**src/hdl/sha512c_ram.sv**
```systemverilog
`timescale 1ns / 1ps

module sha512c_ram #(
  parameter int unsigned WIDTH = 64,
  parameter int unsigned DEPTH = 16
) (
  input  logic                     clk,
  input  logic                     we,
  input  logic [$clog2(DEPTH)-1:0] waddr,
  input  logic [WIDTH-1:0]         wdata,
  input  logic [$clog2(DEPTH)-1:0] raddr_a,
  output logic [WIDTH-1:0]         rdata_a,
  input  logic [$clog2(DEPTH)-1:0] raddr_b,
  output logic [WIDTH-1:0]         rdata_b
);

  logic [WIDTH-1:0] mem [DEPTH];

  always_ff @(posedge clk) begin
    if (we) begin
      mem[waddr] <= wdata;
    end
    rdata_a <= mem[raddr_a];
    rdata_b <= mem[raddr_b];
  end

endmodule

```
**config.mk**
```make
export PLATFORM = sky130hd
export DESIGN_NAME = sha512c_ram
export DESIGN_NICKNAME = d
export VERILOG_FILES = /design/src/hdl/sha512c_ram.sv
export SDC_FILE = /design/constraint.sdc
export NUM_CORES = 1
export LEC_CHECK = 0
export BUFFER_PORTS_ARGS = -buffer_cell sky130_fd_sc_hd__buf_4
export CORE_MARGIN = 5
export CORE_UTILIZATION = 35
export DETAILED_ROUTE_END_ITERATION = 6
export PLACE_DENSITY_LB_ADDON = 0.2
export SYNTH_ARGS = -nofsm -noshare
export SYNTH_HDL_FRONTEND = slang
export SYNTH_SLANG_ARGS = --single-unit
```
**constraint.sdc**
```tcl
create_clock -name clk -period 7.24 [get_ports clk]
set_clock_uncertainty 0.15 [all_clocks]
set_input_delay 0.724 -clock clk [delete_from_list [all_inputs] [get_ports clk]]
set_output_delay 0.724 -clock clk [all_outputs]
set_load 0.005 [all_outputs]
```
==> results.toml <==
[outcome]
outcome = "complete, no violations"

[synthesis]
yosysWarnings = 0
synthCells = 2247
synth_cell_types = 18
ys_seq_area_share_pct = 69.0
synth_seq_cells = 1152
syn_area_per_cell_um2 = 21.5
synthesis.area_mm2 = 0.0483
synth_nets = 2325

[global_routing]
grt-ovfl-total = 0
grt_pass1_vias = 28200
grt_pass1_wl_um = 198000
grt_max_degree = 135
grtUsageTotal_pct = 18.7
antenna_found_initial = 8

[cells_and_area]
layout_commonest_cell = "edfxtp_1"
final_cell_mix = "edfxtp_1, mux4_2, a22oi_1"
fill_cells = 11900
seqCellArea_mm2 = 0.0333
nNetsFinal = 2547
syn2layout_area_growth_pct = 16.4
multi_input_area_mm2 = 0.0142
final_layout_size_suffix_gt1_share_pct = 38.3
fin_area_mm2 = 0.0562

[pwr]
power_frac_comb_pct = 7.4
intPower_mw = 12.0
clockPowerShare_pct = 43.6
power.density_mw_per_mm2 = 274
ir_worst_vdd_uv = 235
seq_power_share_pct = 48.9
leakagePower_nw = 18.1
p_sw_mw = 3.38
switching_share_pct = 21.9

[critical_path]
cp_max_fo = 39
worstSetupPathType = "primary input to flop"
cp.required_ps = 7440
endpoint_kind = "flop"
critical-path-top-delay-family = "simple AND/OR/NAND/NOR gates"
critPathBufInv = 2
critPathSlowestCell = "nor2_4"
cp_cell_sequence = "buf_4, or3b_2, nor2_4, buf_4"
path_common_cell = "buf_4"
crit_arrival_ps = 3200
cpPeakStageDelay_ps = 870
cp-start-kind = "primary input"

[timing]
slew_headroom_pct = 26.8
rsz0062_at_grt = "no"
setup_viol = 0
fin_crit_sh_pct = 41.5
hold_violations = 0
slew_viol_final = 0
setup_tns_ps = 0
tightest_slew_ps = 1090
fmax_mhz = 333
fin_crit_ps = 3010

[placement]
hpwl_um = 73500
place.gp.congestion = 0.726
io_buffers = 205
placed_area_mm2 = 0.0519

[cts]
cts_setup_buffers = 0
clock_latency_ps = 740
cts_sinks = 1152
cts_resized = 0
clk_path_buf_depth = 3
cts-htree-levels = 4
cts_tree = "built"
root_buffer = "clkbuf_16"
numCtsBuffers = 132
path_clk_slew_ps = 60
postCtsHoldBufs = 0

[die]
dieWidth_um = 382
rows = 136
ios = 206
dieArea_mm2 = 0.146
floorplan.initialDensity_pct = 35.2
coreArea_mm2 = 0.137
die_y_um = 382

[detailed_routing]
drc = 0
avgViaCountPerCell = 5.76
avgRoutedWirePerCell_um = 31.2
routed_wirelength_um = 136000
drt_iter0_markers = 2253
vias = 25200
firstDrtPassIters = 6
antenna_left = 0

[worst_hold_path]
min_path_type = "primary input to flop"

[job]
maxCapViolations = 0
==> sequential cells by signal (all words and copies together), names as in the netlist <==
name     count
rdata_b     64
mem       1024
rdata_a     64
==> worst paths after layout <==
check                   start     endpoint  slack [ps]  cells after the start
setup / recovery     waddr[2]    mem[1][9]        4230                      4
hold / removal      wdata[34]  mem[13][34]         120                      1
setup reg to reg   mem[3][52]  rdata_a[52]        5570                      3
hold reg to reg   mem[14][63]  rdata_b[63]         540                      3
==> stage by stage <==
step / utilization, % / total power [mW] / hold WS, ps / setup WS, ps / std cells
2_1_floorplan: - / 8.29 / 505 / 937 / 2247
3_3_place_gp: 37.8 / 8.82 / 532 / 3500 / 4129
3_5_place_dp: 37.8 / 8.85 / 533 / 3460 / 4129
4_1_cts: 41.0 / 15.6 / 52.5 / 4280 / 4367
5_1_grt: 41.0 / 15.9 / 93.1 / 4210 / 4368
6_report: 41.0 / 15.4 / 122 / 4230 / 4369
==> layout make-up <==
type	count	area share (%)
Sequential cell	1152	59.2
Multi-Input combinational cell	927	25.3
Clock buffer	179	6.68
Tap cell	1794	3.99
Timing Repair Buffer	256	3.69
Clock inverter	59	1.07
Antenna cell	2	0.00890
==> synth_stat cells <==
| cell type | instances | area [µm²] |
|---|---|---|
| edfxtp_1 | 1024 | 30700 |
| mux4_2 | 512 | 11500 |
| a22oi_1 | 256 | 1920 |
| nand2_1 | 129 | 484 |
| dfxtp_1 | 128 | 2560 |
| clkbuf_1 | 83 | 312 |
| buf_2 | 32 | 160 |
| buf_6 | 26 | 293 |
| buf_1 | 16 | 60.1 |
| nor2_1 | 14 | 52.6 |
| buf_4 | 11 | 82.6 |
| nor2b_1 | 4 | 25.0 |
| nor3_1 | 4 | 20.0 |
| and2_1 | 2 | 12.5 |
| nand2b_1 | 2 | 12.5 |
| nand3b_1 | 2 | 15.0 |
| nand3_1 | 1 | 5.00 |
| or3b_2 | 1 | 8.76 |
==> kinds of logic after synthesis <==
kind of cell / count (synthesis) / synth area share [%]
multiplexers: 512 / 23.9
AND/OR/NAND/NOR: 159 / 1.32
AO/OA/AOI/OAI: 256 / 3.98
buffers and inverters: 168 / 1.88
flip-flops: 1152 / 69.0
==> worst register-to-register path: cells and delay by family (launching register included) <==
family,cells,cell delay [ps]
flops,1,390
simple gates,1,110
compound gates,1,410
mux,1,480
==> metal layers <==
metal	GRT usage [%]	vias to the layer above	wire length, µm
li1	-	10300	-
met1	24.7	13900	56800
met2	31.3	837	68000
met3	3.87	199	8350
met4	5.51	6	3220
met5	0	-	47
==> power by group through the flow <==
stage                     sequential (mW)  clock (mW)  combinational [mW]
final                                7.54        6.72                1.15
after global routing                 7.56        7.15                1.23
after detailed placement             7.68           0                1.17
after floorplan                      7.65           0               0.643
after CTS                            7.54        6.89                1.17
after global placement               7.67           0                1.15
No activity file was read; power rests on OpenSTA's default activity.
