**src/hdl/sha512c_pkg.sv**
```systemverilog
`timescale 1ns / 1ps

package sha512c_pkg;

  typedef logic [63:0] word_t;
  typedef word_t [7:0] vars_t;

  typedef enum logic [2:0] {
    ST_LOAD,
    ST_CVRD,
    ST_ROUND,
    ST_CVWR,
    ST_OUTRD,
    ST_OUTV
  } state_t;

  localparam logic [6:0] LAST_ROUND   = 7'd79;
  localparam logic [3:0] LAST_WORD    = 4'd15;
  localparam logic [3:0] STEP_LAST    = 4'd8;
  localparam logic [3:0] DIGEST_MIN   = 4'd6;
  localparam logic [3:0] DIGEST_MAX   = 4'd8;
  localparam logic [3:0] DIGEST_RESET = 4'd8;

  localparam logic REG_DIGEST_WORDS = 1'b0;

  localparam word_t ROUND_K [80] = '{
    64'h428a2f98d728ae22, 64'h7137449123ef65cd, 64'hb5c0fbcfec4d3b2f, 64'he9b5dba58189dbbc,
    64'h3956c25bf348b538, 64'h59f111f1b605d019, 64'h923f82a4af194f9b, 64'hab1c5ed5da6d8118,
    64'hd807aa98a3030242, 64'h12835b0145706fbe, 64'h243185be4ee4b28c, 64'h550c7dc3d5ffb4e2,
    64'h72be5d74f27b896f, 64'h80deb1fe3b1696b1, 64'h9bdc06a725c71235, 64'hc19bf174cf692694,
    64'he49b69c19ef14ad2, 64'hefbe4786384f25e3, 64'h0fc19dc68b8cd5b5, 64'h240ca1cc77ac9c65,
    64'h2de92c6f592b0275, 64'h4a7484aa6ea6e483, 64'h5cb0a9dcbd41fbd4, 64'h76f988da831153b5,
    64'h983e5152ee66dfab, 64'ha831c66d2db43210, 64'hb00327c898fb213f, 64'hbf597fc7beef0ee4,
    64'hc6e00bf33da88fc2, 64'hd5a79147930aa725, 64'h06ca6351e003826f, 64'h142929670a0e6e70,
    64'h27b70a8546d22ffc, 64'h2e1b21385c26c926, 64'h4d2c6dfc5ac42aed, 64'h53380d139d95b3df,
    64'h650a73548baf63de, 64'h766a0abb3c77b2a8, 64'h81c2c92e47edaee6, 64'h92722c851482353b,
    64'ha2bfe8a14cf10364, 64'ha81a664bbc423001, 64'hc24b8b70d0f89791, 64'hc76c51a30654be30,
    64'hd192e819d6ef5218, 64'hd69906245565a910, 64'hf40e35855771202a, 64'h106aa07032bbd1b8,
    64'h19a4c116b8d2d0c8, 64'h1e376c085141ab53, 64'h2748774cdf8eeb99, 64'h34b0bcb5e19b48a8,
    64'h391c0cb3c5c95a63, 64'h4ed8aa4ae3418acb, 64'h5b9cca4f7763e373, 64'h682e6ff3d6b2b8a3,
    64'h748f82ee5defb2fc, 64'h78a5636f43172f60, 64'h84c87814a1f0ab72, 64'h8cc702081a6439ec,
    64'h90befffa23631e28, 64'ha4506cebde82bde9, 64'hbef9a3f7b2c67915, 64'hc67178f2e372532b,
    64'hca273eceea26619c, 64'hd186b8c721c0c207, 64'heada7dd6cde0eb1e, 64'hf57d4f7fee6ed178,
    64'h06f067aa72176fba, 64'h0a637dc5a2c898a6, 64'h113f9804bef90dae, 64'h1b710b35131c471b,
    64'h28db77f523047d84, 64'h32caab7b40c72493, 64'h3c9ebe0a15c9bebc, 64'h431d67c49c100d4c,
    64'h4cc5d4becb3e42b6, 64'h597f299cfc657e2a, 64'h5fcb6fab3ad6faec, 64'h6c44198c4a475817
  };

  localparam word_t INIT_HASH [8] = '{
    64'h6a09e667f3bcc908, 64'hbb67ae8584caa73b, 64'h3c6ef372fe94f82b, 64'ha54ff53a5f1d36f1,
    64'h510e527fade682d1, 64'h9b05688c2b3e6c1f, 64'h1f83d9abfb41bd6b, 64'h5be0cd19137e2179
  };

  function automatic word_t rotr(input word_t x, input int unsigned n);
    return (x >> n) | (x << (64 - n));
  endfunction

  function automatic word_t big_sigma0(input word_t x);
    return rotr(x, 28) ^ rotr(x, 34) ^ rotr(x, 39);
  endfunction

  function automatic word_t big_sigma1(input word_t x);
    return rotr(x, 14) ^ rotr(x, 18) ^ rotr(x, 41);
  endfunction

  function automatic word_t small_sigma0(input word_t x);
    return rotr(x, 1) ^ rotr(x, 8) ^ (x >> 7);
  endfunction

  function automatic word_t small_sigma1(input word_t x);
    return rotr(x, 19) ^ rotr(x, 61) ^ (x >> 6);
  endfunction

endpackage

```
**src/hdl/sha512c_sched.sv**
```systemverilog
`timescale 1ns / 1ps

module sha512c_sched (
  input  sha512c_pkg::word_t x16,
  input  sha512c_pkg::word_t x15,
  input  sha512c_pkg::word_t x7,
  input  sha512c_pkg::word_t x2,
  output sha512c_pkg::word_t w
);

  assign w = x16 + sha512c_pkg::small_sigma0(x15) + x7 + sha512c_pkg::small_sigma1(x2);

endmodule

```
**config.mk**
```make
export PLATFORM = sky130hd
export DESIGN_NAME = sha512c_sched
export DESIGN_NICKNAME = d
export VERILOG_FILES = /design/src/hdl/sha512c_pkg.sv /design/src/hdl/sha512c_sched.sv
export SDC_FILE = /design/constraint.sdc
export NUM_CORES = 1
export LEC_CHECK = 0
export BUFFER_PORTS_ARGS = -buffer_cell sky130_fd_sc_hd__buf_2
export CORE_UTILIZATION = 54
export DETAILED_ROUTE_END_ITERATION = 16
export PLACE_DENSITY = 0.85
export SLEW_MARGIN = 20
export SYNTH_ARGS = -nofsm -noshare
export SYNTH_HDL_FRONTEND = slang
export SYNTH_SLANG_ARGS = --single-unit
```
**constraint.sdc**
```tcl
create_clock -name vclk -period 8.2
set_input_delay 1.64 -clock vclk [all_inputs]
set_output_delay 1.64 -clock vclk [all_outputs]
set_load 0.05 [all_outputs]
```
==> metrics.txt <==
row count between 40 and 50; synthesized cell area about 0.0093 mm^2; most frequent cells in the layout buf_2 (320), inv_1 (257), xnor2_1 (179); via count 9322; Area after DPL around 0.011 mm^2; Remaining Overflow, GRT 0; pin count of the biggest net entering global routing 10; first-pass GRT wire length between 50000 and 60000 um; DP Wirelength 30840 um; initial antenna violation count 1; min Tclk post-route 7.890 ns; share of layout cells above drive strength 1 around a quarter; cell count after synthesis approximately 1.2k; Core Region about 0.017 mm^2; routed wire length between 30000 and 40000 um; Global Route Usage Sum approximately two fifths; buffers and inverters on the worst path 3; Initial Utilization about 56%; sequential area share after synthesis 0%; synth top area cells fa_1 (27%), xnor2_1 (17%), xor2_1 (12%); Post-Synth Adder-Cell Area between 30% and 40%; worst-path maximum fanout 5; XOR/XNOR share of the synthesized area 28.97%; Reg area 0 um^2; chip height 133.3 um; Worst Setup Start Kind input port; Die ar. about 0.018 mm^2; capturing element type of the critical path output port; total iterations of the first detailed-routing run 5; # DRC 0; GPL Wtd Cong 0.9954; Final #Nets ~1.9k; die width 133.3 um; Post-CTS Resized 0; Worst-Margin Slew 0.6668 ns; Hold Path End w[0]; Worst EP required between 6 and 7 ns; Hold Fails Final Rpt 0; leading area contributor after synthesis fa_1; post-route cell area 0.01110 mm^2; hold path start x7[0]; fillcell total ~1.5k; Mean Syn Cell Area 8.040 um^2; CP Class input port to output port; Worst EP arrival 6.25 ns; Synth cell types 61; Worst path max stage delay roughly 0.55 ns; hold depth 4; synthesis warning total 0; Mapped Nets 1603; post-synthesis mux area share 0%; Final Cycle Share 96.21%; critical path's top delay family compound AO/OA/AOI/OAI gates; vias in the first global route between 9k and 10k; setup TNS 0 ns; post-CTS setup buffers 0; share of the synthesized area in the top cell type a little over a quarter; Simple-Gate Fraction of Synth Area between 8 and 9%; most frequent CP cell o21ai_0; Layout Utilization 66.47%; IO Count between 300 and 400; status finished, final reports clean; # port buffers between 300 and 400; Hold Buf Count CTS 0; vias per inst roughly 5.6; Synth Area in Compound Gates roughly 15%; RSZ-0062 raised after global routing false; critical path, cell by cell buf_2, xor2_1, xnor2_1, fa_1, fa_1, inv_1, ha_1, o21a_1, o21ai_0, a211oi_1, o211ai_1, nand2_1, o21ai_0, o21ai_0, a21boi_0, xnor2_1, buf_2; max_cap viols 0; routed length per instance 20.21 um; Worst Hold Class input port to output port; fmax about 0.13 GHz; initial drt markers around 700; commonest non-fill, non-tap cell in the layout buf_2; Final ANT Viol Nets 0; Final Max Slew Viols 0; Worst slew margin ~55%; hold_ws around 4 ns; Crit-path slowest cell fa_1; largest family of logic cells by synthesized area adder cells; Layout area overhead 19.24%; # setup viols final 0; FFs & Latches 0; n_diodes 0; clock buffer count in the final layout 0; area occupied by multi-input gates approximately 0.0082 mm^2
[final cells by class]
type	instances	share of cell area (%)
repair buffers	322	14.56
well taps	220	2.479
inverters	257	8.689
multi-input cells	878	74.27
[stage by stage]
step | worst slack (ns) | cells
2_1_floorplan | 0.6261 | 1158
3_3_place_gp | 0.3988 | 1677
3_5_place_dp | 0.3564 | 1677
4_1_cts | 0.3414 | 1677
5_1_grt | 0.1209 | 1677
6_report | 0.3105 | 1677
[routing by layer]
| metal | track usage (%) | up-vias | part of all wire, % |
|---|---|---|---|
| met5 | 0 | - | 0.038 |
| met4 | 21.46 | 2 | 6.5 |
| met3 | 6.164 | 110 | 8.5 |
| met2 | 62.99 | 550 | 46 |
| met1 | 47.32 | 4397 | 39 |
| li1 | - | 4263 | - |
[cell usage after synthesis, drive strengths merged, types with 5 or more instances]
| cell | instances |
|---|---|
| a31oi | 9 |
| and2 | 8 |
| o21bai | 11 |
| xor2 | 129 |
| o211ai | 7 |
| o21a | 8 |
| fa | 126 |
| inv | 257 |
| nor3 | 14 |
| a21oi | 74 |
| xnor2 | 179 |
| buf | 9 |
| nor2 | 27 |
| nand2 | 52 |
| ha | 63 |
| a211oi | 9 |
| nand2b | 5 |
| nand4 | 23 |
| nor2b | 5 |
| and3 | 10 |
| a21o | 27 |
| nand3 | 11 |
| o21ai | 45 |
| clkbuf | 14 |
[logic make-up after synthesis]
group | count (synthesis)
buffers and inverters | 280
adder cells (fa/ha/maj) | 189
AO/OA/AOI/OAI | 214
XOR/XNOR | 308
AND/OR/NAND/NOR | 167
[how the worst max path moves through the flow]
| stage | cells past startpoint | slack [ns] | to | start |
|---|---|---|---|---|
| 2_1_floorplan | 16 | 0.63 | w[63] | x2[7] |
| 3_3_place_gp | 17 | 0.40 | w[44] | x2[25] |
| 3_5_place_dp | 17 | 0.36 | w[44] | x2[25] |
| 4_1_cts | 17 | 0.34 | w[44] | x2[25] |
| 5_1_grt | 17 | 0.12 | w[61] | x2[21] |
| 6_report | 17 | 0.31 | w[44] | x2[25] |
Power is left out: the tool's default activity adds up to more than one toggle a clock period on the data nets, which glitch-free logic cannot reach.
