==> src/hdl/sha512c_pkg.sv <==
`timescale 1ns / 1ps

package sha512c_pkg;

  typedef logic [63:0] word_t;
  typedef word_t [7:0] vars_t;

  typedef enum logic [2:0] {
    ST_LOAD,
    ST_CVRD,
    ST_ROUND,
    ST_CVWR,
    ST_OUTRD,
    ST_OUTV
  } state_t;

  localparam logic [6:0] LAST_ROUND   = 7'd79;
  localparam logic [3:0] LAST_WORD    = 4'd15;
  localparam logic [3:0] STEP_LAST    = 4'd8;
  localparam logic [3:0] DIGEST_MIN   = 4'd6;
  localparam logic [3:0] DIGEST_MAX   = 4'd8;
  localparam logic [3:0] DIGEST_RESET = 4'd8;

  localparam logic REG_DIGEST_WORDS = 1'b0;

  localparam word_t ROUND_K [80] = '{
    64'h428a2f98d728ae22, 64'h7137449123ef65cd, 64'hb5c0fbcfec4d3b2f, 64'he9b5dba58189dbbc,
    64'h3956c25bf348b538, 64'h59f111f1b605d019, 64'h923f82a4af194f9b, 64'hab1c5ed5da6d8118,
    64'hd807aa98a3030242, 64'h12835b0145706fbe, 64'h243185be4ee4b28c, 64'h550c7dc3d5ffb4e2,
    64'h72be5d74f27b896f, 64'h80deb1fe3b1696b1, 64'h9bdc06a725c71235, 64'hc19bf174cf692694,
    64'he49b69c19ef14ad2, 64'hefbe4786384f25e3, 64'h0fc19dc68b8cd5b5, 64'h240ca1cc77ac9c65,
    64'h2de92c6f592b0275, 64'h4a7484aa6ea6e483, 64'h5cb0a9dcbd41fbd4, 64'h76f988da831153b5,
    64'h983e5152ee66dfab, 64'ha831c66d2db43210, 64'hb00327c898fb213f, 64'hbf597fc7beef0ee4,
    64'hc6e00bf33da88fc2, 64'hd5a79147930aa725, 64'h06ca6351e003826f, 64'h142929670a0e6e70,
    64'h27b70a8546d22ffc, 64'h2e1b21385c26c926, 64'h4d2c6dfc5ac42aed, 64'h53380d139d95b3df,
    64'h650a73548baf63de, 64'h766a0abb3c77b2a8, 64'h81c2c92e47edaee6, 64'h92722c851482353b,
    64'ha2bfe8a14cf10364, 64'ha81a664bbc423001, 64'hc24b8b70d0f89791, 64'hc76c51a30654be30,
    64'hd192e819d6ef5218, 64'hd69906245565a910, 64'hf40e35855771202a, 64'h106aa07032bbd1b8,
    64'h19a4c116b8d2d0c8, 64'h1e376c085141ab53, 64'h2748774cdf8eeb99, 64'h34b0bcb5e19b48a8,
    64'h391c0cb3c5c95a63, 64'h4ed8aa4ae3418acb, 64'h5b9cca4f7763e373, 64'h682e6ff3d6b2b8a3,
    64'h748f82ee5defb2fc, 64'h78a5636f43172f60, 64'h84c87814a1f0ab72, 64'h8cc702081a6439ec,
    64'h90befffa23631e28, 64'ha4506cebde82bde9, 64'hbef9a3f7b2c67915, 64'hc67178f2e372532b,
    64'hca273eceea26619c, 64'hd186b8c721c0c207, 64'heada7dd6cde0eb1e, 64'hf57d4f7fee6ed178,
    64'h06f067aa72176fba, 64'h0a637dc5a2c898a6, 64'h113f9804bef90dae, 64'h1b710b35131c471b,
    64'h28db77f523047d84, 64'h32caab7b40c72493, 64'h3c9ebe0a15c9bebc, 64'h431d67c49c100d4c,
    64'h4cc5d4becb3e42b6, 64'h597f299cfc657e2a, 64'h5fcb6fab3ad6faec, 64'h6c44198c4a475817
  };

  localparam word_t INIT_HASH [8] = '{
    64'h6a09e667f3bcc908, 64'hbb67ae8584caa73b, 64'h3c6ef372fe94f82b, 64'ha54ff53a5f1d36f1,
    64'h510e527fade682d1, 64'h9b05688c2b3e6c1f, 64'h1f83d9abfb41bd6b, 64'h5be0cd19137e2179
  };

  function automatic word_t rotr(input word_t x, input int unsigned n);
    return (x >> n) | (x << (64 - n));
  endfunction

  function automatic word_t big_sigma0(input word_t x);
    return rotr(x, 28) ^ rotr(x, 34) ^ rotr(x, 39);
  endfunction

  function automatic word_t big_sigma1(input word_t x);
    return rotr(x, 14) ^ rotr(x, 18) ^ rotr(x, 41);
  endfunction

  function automatic word_t small_sigma0(input word_t x);
    return rotr(x, 1) ^ rotr(x, 8) ^ (x >> 7);
  endfunction

  function automatic word_t small_sigma1(input word_t x);
    return rotr(x, 19) ^ rotr(x, 61) ^ (x >> 6);
  endfunction

endpackage

==> src/hdl/sha512c_round.sv <==
`timescale 1ns / 1ps

module sha512c_round (
  input  sha512c_pkg::vars_t v,
  input  sha512c_pkg::word_t w,
  input  sha512c_pkg::word_t k,
  output sha512c_pkg::vars_t v_next
);

  sha512c_pkg::word_t ch;
  sha512c_pkg::word_t maj;
  sha512c_pkg::word_t t1;
  sha512c_pkg::word_t t2;

  always_comb begin
    ch  = (v[4] & v[5]) ^ (~v[4] & v[6]);
    maj = (v[0] & v[1]) ^ (v[0] & v[2]) ^ (v[1] & v[2]);
    t1  = v[7] + sha512c_pkg::big_sigma1(v[4]) + ch + k + w;
    t2  = sha512c_pkg::big_sigma0(v[0]) + maj;
    v_next[0] = t1 + t2;
    v_next[1] = v[0];
    v_next[2] = v[1];
    v_next[3] = v[2];
    v_next[4] = v[3] + t1;
    v_next[5] = v[4];
    v_next[6] = v[5];
    v_next[7] = v[6];
  end

endmodule

==> config.mk <==
export PLATFORM = sky130hd
export DESIGN_NAME = sha512c_round
export DESIGN_NICKNAME = d
export VERILOG_FILES = /design/src/hdl/sha512c_pkg.sv /design/src/hdl/sha512c_round.sv
export SDC_FILE = /design/constraint.sdc
export NUM_CORES = 1
export LEC_CHECK = 0
export ABC_CLOCK_PERIOD_IN_PS = 12500
export BUFFER_PORTS_ARGS = -buffer_cell sky130_fd_sc_hd__buf_2
export CAP_MARGIN = 0
export CORE_AREA = 8 8 442 444
export DETAILED_ROUTE_END_ITERATION = 10
export DIE_AREA = 0 0 450 452
export PLACE_DENSITY = 0.4
export SLEW_MARGIN = 10
export SYNTH_ARGS = -nofsm -noshare
export SYNTH_HDL_FRONTEND = slang
export SYNTH_SLANG_ARGS = --single-unit
==> constraint.sdc <==
create_clock -name vclk -period 12.5
set_input_delay 2.5 -clock vclk [all_inputs]
set_output_delay 2.5 -clock vclk [all_outputs]
set_load 0.05 [all_outputs]
==> results by group, run 1 <==
Setup path
  – Crit path max-delay cell type: or4b_4
  – Number of cells on the critical path: 31
  – CP max stage delay: 0.54 ns
  – Critical-path maximum fanout: 4
  – Crit-path leading delay family: adder cells
  – Arr. time, crit path: 9.76 ns
  – Crit Path Category: input port to output pin
  – Buffers & Inverters on Critical Path: 9
  – CP required: 10.00 ns
  – CP endpoint kind: output pin
  – Startpoint types: input port

Placement
  – Placed cell count: 6785
  – HPWL after detailed placement: 193 mm
  – IO buf count: 1152
  – Global placer's final weighted congestion: 0.901

STA
  – # setup viols final: 0
  – Max Clock Freq: 81.6 MHz
  – Final Hold Slack: 5.30 ns
  – RSZ-0062 raised after global routing: true
  – Fin crit share: 98.1%
  – Fin. max-slew vios: 0
  – Slew HR: 32.6%
  – Final Hold Viols: 0
  – Worst Tran Pin Value: 1.00 ns
  – Period minus WS final: 12.26 ns
  – Setup TNS: 0 ns

Outcome
  – Outcome: completed

Global route
  – Largest net degree at the start of global routing: 11
  – Vias in the first global route: 28300
  – Total gr overflow: 0
  – Initial antenna violation count: 118
  – Global Route Usage Sum: 18.8%
  – First-pass GRT wire length: 262 mm

Floorplanning
  – Die Y: 452 um
  – # IOs: 1152
  – Starting Density: 13.0%
  – Die Area: 203000 um2
  – Chip Width: 450 um
  – Site row count: 160
  – Core area: 189000 um2

Synth
  – Sequential element share of the synthesized area: 0%
  – Synthesized area: 24500 um2
  – Cell with the most instances after synthesis: inv_1
  – Syn. warnings: 0
  – Mean Syn Cell Area: 7.84 um2
  – Synth cell count leaders: inv_1 (505), buf_4 (385), xnor2_1 (313)
  – Area share of the largest cell type after synthesis: 20.7%
  – Synth unique cells: 92
  – Post-synth top area cell: fa_1
  – Cells after Synth: 3119
  – Most area-consuming cells after synthesis: fa_1 (21%), buf_4 (12%), xnor2_1 (11%)
  – Synthesized Nets: 4201

Layout
  – Area grow syn2layout: 45.4%
  – Fillcell total: 21500
  – Layout Nets: 5376
  – Clk_buf instances: 0
  – Fraction of layout cells with a size suffix above 1: 42.8%
  – FF+latch count: 0
  – End-of-flow core utilization: 18.9%
  – Multi-input gate area: 20200 um2
  – Register area: 0 um2
  – Post-Layout Cell Count: 6831

Routing
  – DR pass1 iterations: 5
  – Residual DRC: 0
  – Detailed-route wire length per cell: 29.9 um
  – Total Wirelength: 204 mm
  – Final ANT Viol Nets: 0
  – Vias after detailed routing: 26400
  – First DRT Iteration DRCs: 1532
  – Vias per inst: 3.87

Hold path
  – Hold Crit Start: v[363]
  – Hold-critical path endpoint: v_next[427]
  – Worst min path class: input port to output pin
  – Hold Path Depth: 2

Run
  – Maxcap violations: 0
worst max-delay path by stage:
stage               slack, ns   start    endpoint
floorplan                0.16  v[449]  v_next[33]
global placement        -1.10  v[275]  v_next[40]
detailed placement      -0.64    w[1]  v_next[40]
CTS                      0.02    w[1]  v_next[57]
global route            -0.04  v[449]  v_next[57]
finish                   0.24    w[8]  v_next[60]
per-stage QoR:
step / area (um2) / setup WS (ns)
2_1_floorplan: 24500 / 0.162
3_3_place_gp: 34500 / -1.10
3_5_place_dp: 34500 / -0.641
4_1_cts: 34800 / 0.0184
5_1_grt: 35500 / -0.0401
6_report: 35600 / 0.243
layout by cell type, fill, tap and decap left out, types with 9 or more instances in the layout:
| master | synthesis | final |
|---|---|---|
| a211o_1 | 10 | 9 |
| a211oi_1 | 18 | 14 |
| a21o_1 | 183 | 183 |
| a21oi_1 | 198 | 184 |
| a21oi_2 | 4 | 15 |
| a31oi_1 | 17 | 15 |
| and2_1 | 13 | 13 |
| and3_1 | 20 | 20 |
| buf_12 | 0 | 56 |
| buf_2 | 10 | 1097 |
| buf_4 | 385 | 451 |
| buf_6 | 0 | 12 |
| diode_2 | 0 | 28 |
| fa_1 | 253 | 251 |
| ha_1 | 189 | 177 |
| inv_1 | 505 | 497 |
| mux2_2 | 61 | 61 |
| nand2_1 | 128 | 125 |
| nand2b_1 | 15 | 15 |
| nand3_1 | 37 | 36 |
| nand4_1 | 37 | 37 |
| nor2_1 | 97 | 92 |
| nor2b_1 | 15 | 14 |
| nor3_1 | 26 | 24 |
| o211ai_1 | 17 | 17 |
| o21a_1 | 19 | 18 |
| o21ai_0 | 155 | 142 |
| o21ai_1 | 14 | 21 |
| o21bai_1 | 34 | 30 |
| xnor2_1 | 313 | 296 |
| xnor2_2 | 0 | 13 |
| xor2_1 | 141 | 139 |
cells by family (layout without fill, tap and decap cells):
group	after synthesis	count (layout)	share of synthesized area [%]
other	0	28	0
adders and majority gates	445	445	30.5
muxes	64	64	2.93
AOI/OAI and AO/OA	776	776	21.2
xor gates and xnor gates	454	454	16.3
buffers and inverters	953	2126	20.6
and+or+nand+nor	427	427	8.52
final cells by class:
| cell class | count | area share (%) |
|---|---|---|
| diodes | 28 | 0.197 |
| inverters | 505 | 5.34 |
| multi-input cells | 2166 | 56.7 |
| well taps | 2511 | 8.83 |
| repair buffers | 1621 | 28.9 |
per-layer routing:
layer	vias up	share of wire (%)	GRT usage, %
li1	12300	-	-
met4	18	3.7	5.33
met1	12800	37	20.3
met3	276	4.7	3.13
met5	-	0.054	0
met2	1001	55	37.3
what timing repair did:
action | in CTS | in global routing
pin swaps | 23 | 54
gates resized for setup | 50 | 120
endpoints found under the setup margin | 43 | 40
hold buffers | 0 | 0
setup buffers | 4 | 15
Power of run 1 is not shown: default switching activity piles up to over one toggle a cycle in this logic, so the estimate is an artifact.
==> run 2, diff against run 1 <==
--- a/config.mk
+++ b/config.mk
@@ -8,11 +8,11 @@
 export ABC_CLOCK_PERIOD_IN_PS = 12500
 export BUFFER_PORTS_ARGS = -buffer_cell sky130_fd_sc_hd__buf_2
 export CAP_MARGIN = 0
-export CORE_AREA = 8 8 442 444
+export CORE_AREA = 8 8 443 445
 export DETAILED_ROUTE_END_ITERATION = 10
-export DIE_AREA = 0 0 450 452
+export DIE_AREA = 0 0 451 453
 export PLACE_DENSITY = 0.4
-export SLEW_MARGIN = 10
+export SLEW_MARGIN = 30
 export SYNTH_ARGS = -nofsm -noshare
 export SYNTH_HDL_FRONTEND = slang
 export SYNTH_SLANG_ARGS = --single-unit
==> results by group, run 2 (synthesis results as in run 1) <==
Routing
  – Vias after detailed routing: 26700 (+1.1%)
  – Detailed-route wire length per cell: 31.0 um (+3.7%)
  – Final ANT Viol Nets: 0 (unchanged)
  – Total Wirelength: 212 mm (+3.9%)
  – DR pass1 iterations: 6 (+1)
  – Residual DRC: 0 (unchanged)
  – Vias per inst: 3.90 (+0.85%)
  – First DRT Iteration DRCs: 1448 (-5.5%)

Setup path
  – Startpoint types: input port
  – Arr. time, crit path: 9.95 ns (+0.19 ns)
  – Crit path from: v[449]
  – Crit Path Category: input port to output pin
  – CP max stage delay: 0.56 ns (+0.02 ns)
  – Number of cells on the critical path: 34 (+9.7%)
  – Crit path max-delay cell type: fa_1
  – Last element of the critical path: v_next[57]
  – Buffers & Inverters on Critical Path: 7 (-2)
  – Critical-path maximum fanout: 3 (-1)
  – Critical Path Most Common Cell: fa_1
  – CP required: 10.00 ns (about the same)
  – CP endpoint kind: output pin
  – Crit-path leading delay family: compound AO/OA/AOI/OAI gates

Placement
  – HPWL after detailed placement: 201 mm (+4.4%)
  – Global placer's final weighted congestion: 0.920 (+2.0%)
  – Placed cell count: 6804 (+0.28%)
  – IO buf count: 1152 (unchanged)

Layout
  – Most frequent cells in the layout: buf_2 (1090), inv_1 (499), buf_4 (480)
  – Fraction of layout cells with a size suffix above 1: 42.4% (-0.35 points)
  – Clk_buf instances: 0 (unchanged)
  – Register area: 0 um2 (unchanged)
  – FF+latch count: 0 (unchanged)
  – Post-Layout Cell Count: 6847 (+0.23%)
  – End-of-flow core utilization: 18.8% (-0.072 points)
  – Area grow syn2layout: 45.3% (about the same)
  – Layout Nets: 5393 (+0.32%)
  – Commonest non-fill, non-tap cell in the layout: buf_2

Global route
  – Vias in the first global route: 28600 (+0.90%)
  – Total gr overflow: 0 (unchanged)
  – Largest net degree at the start of global routing: 10 (-1)
  – First-pass GRT wire length: 271 mm (+3.3%)
  – Global Route Usage Sum: 19.6% (+0.77 points)
  – Initial antenna violation count: 144 (+22%)

STA
  – Fin crit share: 99.6% (+1.6 points)
  – Worst Tran Pin Value: 0.902 ns (-0.0975 ns)
  – Period minus WS final: 12.45 ns (+0.197 ns)
  – RSZ-0062 raised after global routing: true
  – Slew HR: 39.2% (+6.6 points)
  – # setup viols final: 0 (unchanged)
  – Final Hold Viols: 0 (unchanged)
  – Fin. max-slew vios: 0 (unchanged)
  – Max Clock Freq: 80.3 MHz (-1.6%)

Clock network
  – CTS Hold Bufs: 0 (unchanged)

Hold path
  – Worst min path class: input port to output pin

Floorplanning
  – Core area: 189000 um2 (+0.32%)
  – Die Area: 204000 um2 (+0.44%)
  – Starting Density: 12.9% (-0.041 points)
  – Chip Width: 451 um (+0.22%)
  – Die Y: 453 um (+0.22%)
  – Site row count: 160 (unchanged)
  – # IOs: 1152 (unchanged)

Run
  – Maxcap violations: 0 (unchanged)

Outcome
  – Outcome: completed
==> run 2: changes by cell type in the layout (fill, tap and decap cells not counted), moves of 5 or more <==
cell   delta
buf_4    +29
ha_1      +5
buf_2     -7
buf_6     -6
==> run 2: per-layer routing <==
| layer | vias to the layer above | GRT usage [%] | wire [um] |
|---|---|---|---|
| met2 | 1006 | 39.3 | 116000 |
| li1 | 12400 | - | - |
| met4 | 30 | 4.88 | 7980 |
| met3 | 340 | 3.25 | 9960 |
| met5 | - | 0 | 196 |
| met1 | 13000 | 21.1 | 78300 |
==> run 2: worst min path at each step <==
| stage | start | endpoint | slack, ns | cells after the start |
|---|---|---|---|---|
| 6_report | v[412] | v_next[476] | 5.30 | 2 |
| 5_1_grt | v[372] | v_next[436] | 5.31 | 2 |
| 4_1_cts | v[323] | v_next[387] | 5.30 | 2 |
| 3_5_place_dp | v[323] | v_next[387] | 5.30 | 2 |
| 3_3_place_gp | v[347] | v_next[411] | 5.30 | 2 |
| 2_1_floorplan | v[36] | v_next[100] | 5.17 | 1 |
==> run 2: what timing repair did <==
item                                    CTS  global route
resized for setup                        38            97
endpoints found under the setup margin   30            40
buffers inserted                          4            13
endpoints found under the hold margin     0             0
pin swaps                                18            59
==> run 2: layout make-up <==
class / count / area (um2)
antenna: 27 / 67.6
fill: 21600 / 154000
inverter: 505 / 1900
multi-input combinational: 2166 / 20000
tap: 2511 / 3140
timing repair buffer: 1638 / 10400
==> run 2: through the flow <==
| step | setup TNS, ns | hold slack [ns] | instance area (um2) | setup WS, ns |
|---|---|---|---|---|
| 6_report | 0 | 5.30 | 35500 | 0.0468 |
| 5_1_grt | -1.50 | 5.31 | 35500 | -0.209 |
| 4_1_cts | 0 | 5.30 | 34900 | 0.0264 |
| 3_5_place_dp | -7.93 | 5.30 | 34700 | -0.622 |
| 3_3_place_gp | -7.40 | 5.30 | 34700 | -0.612 |
| 2_1_floorplan | 0 | 5.17 | 24500 | 0.162 |
Power of run 2 is left out for the same reason.
